==> src/hw/rtl/eegu_pkg.sv <==
// Shared types and constants of the embedding edge gradient update block.
package eegu_pkg;

	localparam int VERTEX_W  = 12;
	localparam int NEGATIVES = 5;
	localparam int COORD_W   = 32;
	localparam int CFG_W     = 24;
	localparam int MUL_STEPS = 32;
	localparam int DIV_STEPS = 42;

	localparam logic [59:0] ONE_Q16   = 60'd65536;
	localparam logic [59:0] TENTH_Q16 = 60'd6554;

	typedef enum logic [1:0] {
		REG_DISTANCE_SCALE   = 2'd0,
		REG_REPULSION_WEIGHT = 2'd1,
		REG_GRADIENT_LIMIT   = 2'd2
	} reg_index_t;

	typedef enum logic {
		OP_MUL = 1'b0,
		OP_DIV = 1'b1
	} arith_op_t;

	typedef struct packed {
		logic      start;
		arith_op_t op;
		logic [63:0] a;
		logic [63:0] b;
	} arith_req_t;

	typedef struct packed {
		logic        done;
		logic [63:0] result;
	} arith_rsp_t;

endpackage

==> src/hw/rtl/eegu_arith.sv <==
// Shared iterative unit: shift-add multiplier and restoring divider, one bit per cycle.
module eegu_arith (
	input  logic               clk,
	input  logic               arst_n,
	input  eegu_pkg::arith_req_t req,
	output eegu_pkg::arith_rsp_t rsp
);

	logic                busy_q;
	logic [5:0]          cnt_q;
	eegu_pkg::arith_op_t op_q;
	logic [63:0]         x_q;
	logic [63:0]         y_q;
	logic [63:0]         z_q;
	logic                done_q;
	logic [63:0]         rem_next;
	logic                qbit;

	assign rem_next = {z_q[62:0], y_q[eegu_pkg::DIV_STEPS-1]};
	assign qbit     = (rem_next >= x_q);

	always_ff @(posedge clk or negedge arst_n) begin
		if (!arst_n) begin
			busy_q <= 1'b0;
			cnt_q  <= '0;
			done_q <= 1'b0;
		end else begin
			done_q <= 1'b0;
			if (req.start) begin
				busy_q <= 1'b1;
				cnt_q  <= (req.op == eegu_pkg::OP_MUL) ? 6'(eegu_pkg::MUL_STEPS)
				                                       : 6'(eegu_pkg::DIV_STEPS);
			end else if (busy_q) begin
				cnt_q <= cnt_q - 6'd1;
				if (cnt_q == 6'd1) begin
					busy_q <= 1'b0;
					done_q <= 1'b1;
				end
			end
		end
	end

	always_ff @(posedge clk) begin
		if (req.start) begin
			op_q <= req.op;
			x_q  <= (req.op == eegu_pkg::OP_MUL) ? req.a : req.b;
			y_q  <= (req.op == eegu_pkg::OP_MUL) ? {32'd0, req.b[31:0]} : req.a;
			z_q  <= '0;
		end else if (busy_q) begin
			if (op_q == eegu_pkg::OP_MUL) begin
				if (y_q[0])
					z_q <= z_q + x_q;
				x_q <= {x_q[62:0], 1'b0};
				y_q <= {1'b0, y_q[63:1]};
			end else begin
				z_q <= qbit ? rem_next - x_q : rem_next;
				y_q <= {y_q[62:0], qbit};
			end
		end
	end

	assign rsp.done   = done_q;
	assign rsp.result = (op_q == eegu_pkg::OP_MUL) ? z_q
	                    : {22'd0, y_q[eegu_pkg::DIV_STEPS-1:0]};

	property p_no_start_when_busy;
		@(posedge clk) disable iff (!arst_n) req.start |-> !busy_q;
	endproperty
	a_no_start_when_busy: assert property (p_no_start_when_busy)
		else $error("arith unit started while busy");

	property p_done_after_busy;
		@(posedge clk) disable iff (!arst_n) done_q |-> !busy_q && $past(busy_q);
	endproperty
	a_done_after_busy: assert property (p_done_after_busy)
		else $error("arith done without a finished operation");

	property p_count_bounded;
		@(posedge clk) disable iff (!arst_n)
			busy_q |-> cnt_q != 6'd0 && cnt_q <= 6'(eegu_pkg::DIV_STEPS);
	endproperty
	a_count_bounded: assert property (p_count_bounded)
		else $error("arith step count out of range");

endmodule
==> config.mk <==
export PLATFORM = sky130hd
export DESIGN_NAME = eegu_arith
export DESIGN_NICKNAME = d
export VERILOG_FILES = /design/src/hw/rtl/eegu_pkg.sv /design/src/hw/rtl/eegu_arith.sv
export SDC_FILE = /design/constraint.sdc
export NUM_CORES = 1
export LEC_CHECK = 0
export ABC_CLOCK_PERIOD_IN_PS = 3280
export BUFFER_PORTS_ARGS = -buffer_cell sky130_fd_sc_hd__buf_2
export CORE_MARGIN = 2
export CORE_UTILIZATION = 50
export CTS_BUF_LIST = sky130_fd_sc_hd__clkbuf_4 sky130_fd_sc_hd__clkbuf_8
export DETAILED_ROUTE_END_ITERATION = 7
export GPL_TIMING_DRIVEN = 0
export PLACE_DENSITY = 0.76
export SKIP_CTS_REPAIR_TIMING = 1
export SKIP_LAST_GASP = 1
export SLEW_MARGIN = 0
export SYNTH_ARGS = -nofsm -noshare
export SYNTH_HDL_FRONTEND = slang
export SYNTH_SLANG_ARGS = --single-unit
==> constraint.sdc <==
create_clock -name clk -period 3.28 [get_ports clk]
set_input_delay 0.492 -clock clk [delete_from_list [all_inputs] [get_ports clk]]
set_output_delay 0.492 -clock clk [all_outputs]
set_load 0.02 [all_outputs]
==> metrics <==
status complete, but fails checks; failing checks negative setup slack; WP data required 3.83 ns; chip width 200.2 um; Initial Util about half; antenna violations before repair 0; clock skew 0.02871 ns; Hold Startpoint req[129]; Post-Syn Area 19250 um2; Max Fclk ~280 MHz; Clock Path Buffers 3; layout cell share with drive strength beyond 1 19.45%; Yosys reg bits 201; worst skew pair latency roughly 0.64 ns; fin crit share 110.6%; htree depth 2; via/cell ratio 6.581; Post-synth EDFFs about 130; total grt overflow 0; post-synthesis sequential area ratio approximately 28%; Syn Inst Count roughly 2400; top cell type by total area after synthesis edfxtp_1; power density over the cells just over 600 nW/um2; Sw Ratio between 40% and 50%; Static Leak between 10 and 15 nW; internal power roughly 7.6 mW; Synth Flop Type edfxtp_1; Reg area about 5400 um2; RSZ-0062 raised after global routing yes; Synth top area share between 20% and 30%; Layout Cells excl Fill 3222; fillcell total ~3400; CP Max Fanout 9; peak supply drop 0.4772 mV; syn_area_per_cell 7.964 um2; post-route antenna net violation count 0; Crit. Startpoint y_q[41]; # DRC 0; clock-pin slew on the worst setup and hold paths approximately 0.060 ns; number of buffers added on ports slightly below 200; Tightest Pin Transition roughly 1.2 ns; CP Buf/Inv Count 4; largest net degree at the start of global routing 65; Pre-antenna DRT Iters 7; via count roughly 21000; commonest non-fill, non-tap cells in the layout a21oi_1, buf_2, nand2_1; multi-input logic area around 14000 um2; post-detail-place hpwl ~65000 um; CORE AREA about 38000 um2; clock network fraction of design power 21.6%; Synth async-reset ratio under 10%; final worst slack -0.3492 ns; global-route wire length before repair between 100000 and 150000 um; Max-Cap Viols 0; crit-path leading delay family compound AO/OA/AOI/OAI gates; Max Slew Vio Count 0; final number of hold-violating endpoints 0; Die Area between 40000 and 50000 um2; final wirelength approximately 85000 um; Die Y 200.2 um; NumNets Final 2941; FP Rows between 70 and 80; Period minus WS final 3.629 ns; Psw between 6 and 7 mW; I/O pin count 197; CTS root buffer clkbuf_8; final total power about 14 mW; commonest non-fill, non-tap cell in the layout a21oi_1; Yosys cell types 93; Worst Setup End Kind flip-flop; vias in the first global route between 15000 and 20000; Worst Hold Class in2reg; number of buffers created by CTS between 40 and 50; drt wl/cell approximately 26 um; Total GRT Usage 40.03%; Critical Path Source Type flip-flop; CTS tree yes; crit-path cells inv_1 > ha_2 > fa_2 > nand2b_4 > a211o_1 > a31o_4 > o21ai_4 > nand3_2 > a31o_1 > buf_6 > buf_4 > buf_12 > a311oi_1 > o32ai_2 > o22ai_1; dpl cells about 3100; placer congestion estimate a little over 1; Reg-to-Reg Start y_q[41]; Slowest Stage Delay on Critical Path 0.46 ns; Max-slew headroom between 10% and 20%; Worst R2R Setup Slack -0.35 ns; syn_nets 2680; Critical Setup Path Class reg2reg; Synth area leaders edfxtp_1, ha_1, a21oi_1, mux2i_1, dfxtp_1; Final Util 61.28%; DRT iter0 DRCs roughly 2600; logic gate share of total power 52.4%; Sequential Power Share a little over a quarter; worst path arrival time roughly 4.2 ns; Hold Slack 0.06240 ns; Final setup viols 85; crit path max-delay cell type edfxtp_1; area grow syn2layout 20.20%; Ys Warns 0; Clock Sinks between 200 and 250
-- layer usage --
metal	wire length, um	up-vias	global-route usage (%)
met5	77	-	0
met4	3107	2	15.06
met3	11290	202	11.68
met2	34310	1421	56.34
met1	36210	10170	57.40
li1	-	9409	-
-- path summary, 6_finish.rpt --
path | depth (start not counted) | to
worst max-delay path | 15 | z_q[47]
worst min-delay path | 1 | op_q
worst max register to register | 15 | z_q[47]
worst min register to register | 2 | z_q[22]
max in group asynchronous | 2 | cnt_q[5]
min in group asynchronous | 2 | cnt_q[3]
-- state kept, by name, indices dropped and copies added (netlist names) --
| signal | count |
|---|---|
| x_q | 64 |
| y_q | 64 |
| z_q | 64 |
| cnt_q | 6 |
| busy_q | 1 |
| done_q | 1 |
| op_q | 1 |
-- cells by family after synthesis --
kind of cell / count (synthesis) / share of synthesized area, %
AO/OA/AOI/OAI: 862 / 28.22
XOR/XNOR: 108 / 4.914
adder cells (fa/ha/maj): 131 / 8.593
buffers and inverters: 272 / 5.675
flip-flops: 201 / 27.82
multiplexers: 150 / 7.872
AND/OR/NAND/NOR: 693 / 16.90
-- stage by stage --
stage | worst slack (ns) | setup TNS [ns] | instance area, um2
3_5_place_dp | -1.393 | -214.01 | 20880
3_3_place_gp | -2.804 | -376.26 | 20870
6_report | -0.3492 | -11.81 | 23140
2_1_floorplan | 0.004259 | 0 | 19250
5_1_grt | -0.4022 | -19.53 | 23130
4_1_cts | -1.667 | -212.15 | 21780
-- power groups by stage --
stage | Combinational, mW | Sequential, mW | Clock (mW)
finish | 7.45 | 3.71 | 3.07
global route | 7.95 | 3.72 | 3.15
CTS | 6.61 | 3.64 | 3.04
detailed placement | 6.55 | 3.69 | 0
global placement | 6.51 | 3.69 | 0
floorplan | 4.76 | 3.42 | 0
-- cell usage after synthesis (all sizes together), types with 4 or more instances --
cell type and number:
a21oi 321, nand2 227, nor2 203, o21ai 174, mux2i 139, edfxtp 129, ha 129, inv 118
clkbuf 98, a21o 84, xnor2 75, a211oi 66, dfxtp 64, buf 56, o211ai 43, nand4 42
and2 38, o21bai 38, nor3 37, nor2b 35, xor2 33, nand3 29, a31oi 19, and3 15
nand2b 13, o21a 13, o31ai 13, or2 12, a21boi 11, mux2 11, nor4 11, a221oi 9
dfrtp 8, o211a 7, and4 6, o221ai 6, or3 6, a2111oi 5, a211o 5, a31o 5
o2111a 5, a221o 4, nor3b 4, o22ai 4
-- layout make-up --
type / instances / share of cell area (%)
Clock inverter: 14 / 0.7950
Buffer: 140 / 3.445
Timing Repair Buffer: 232 / 6.030
Antenna cell: 1 / 0.01082
Multi-Input combinational cell: 1944 / 58.76
Sequential cell: 201 / 23.15
Inverter: 118 / 1.936
Clock buffer: 61 / 3.115
Tap cell: 511 / 2.764
Note: power is estimated with default switching activity, not from simulation.
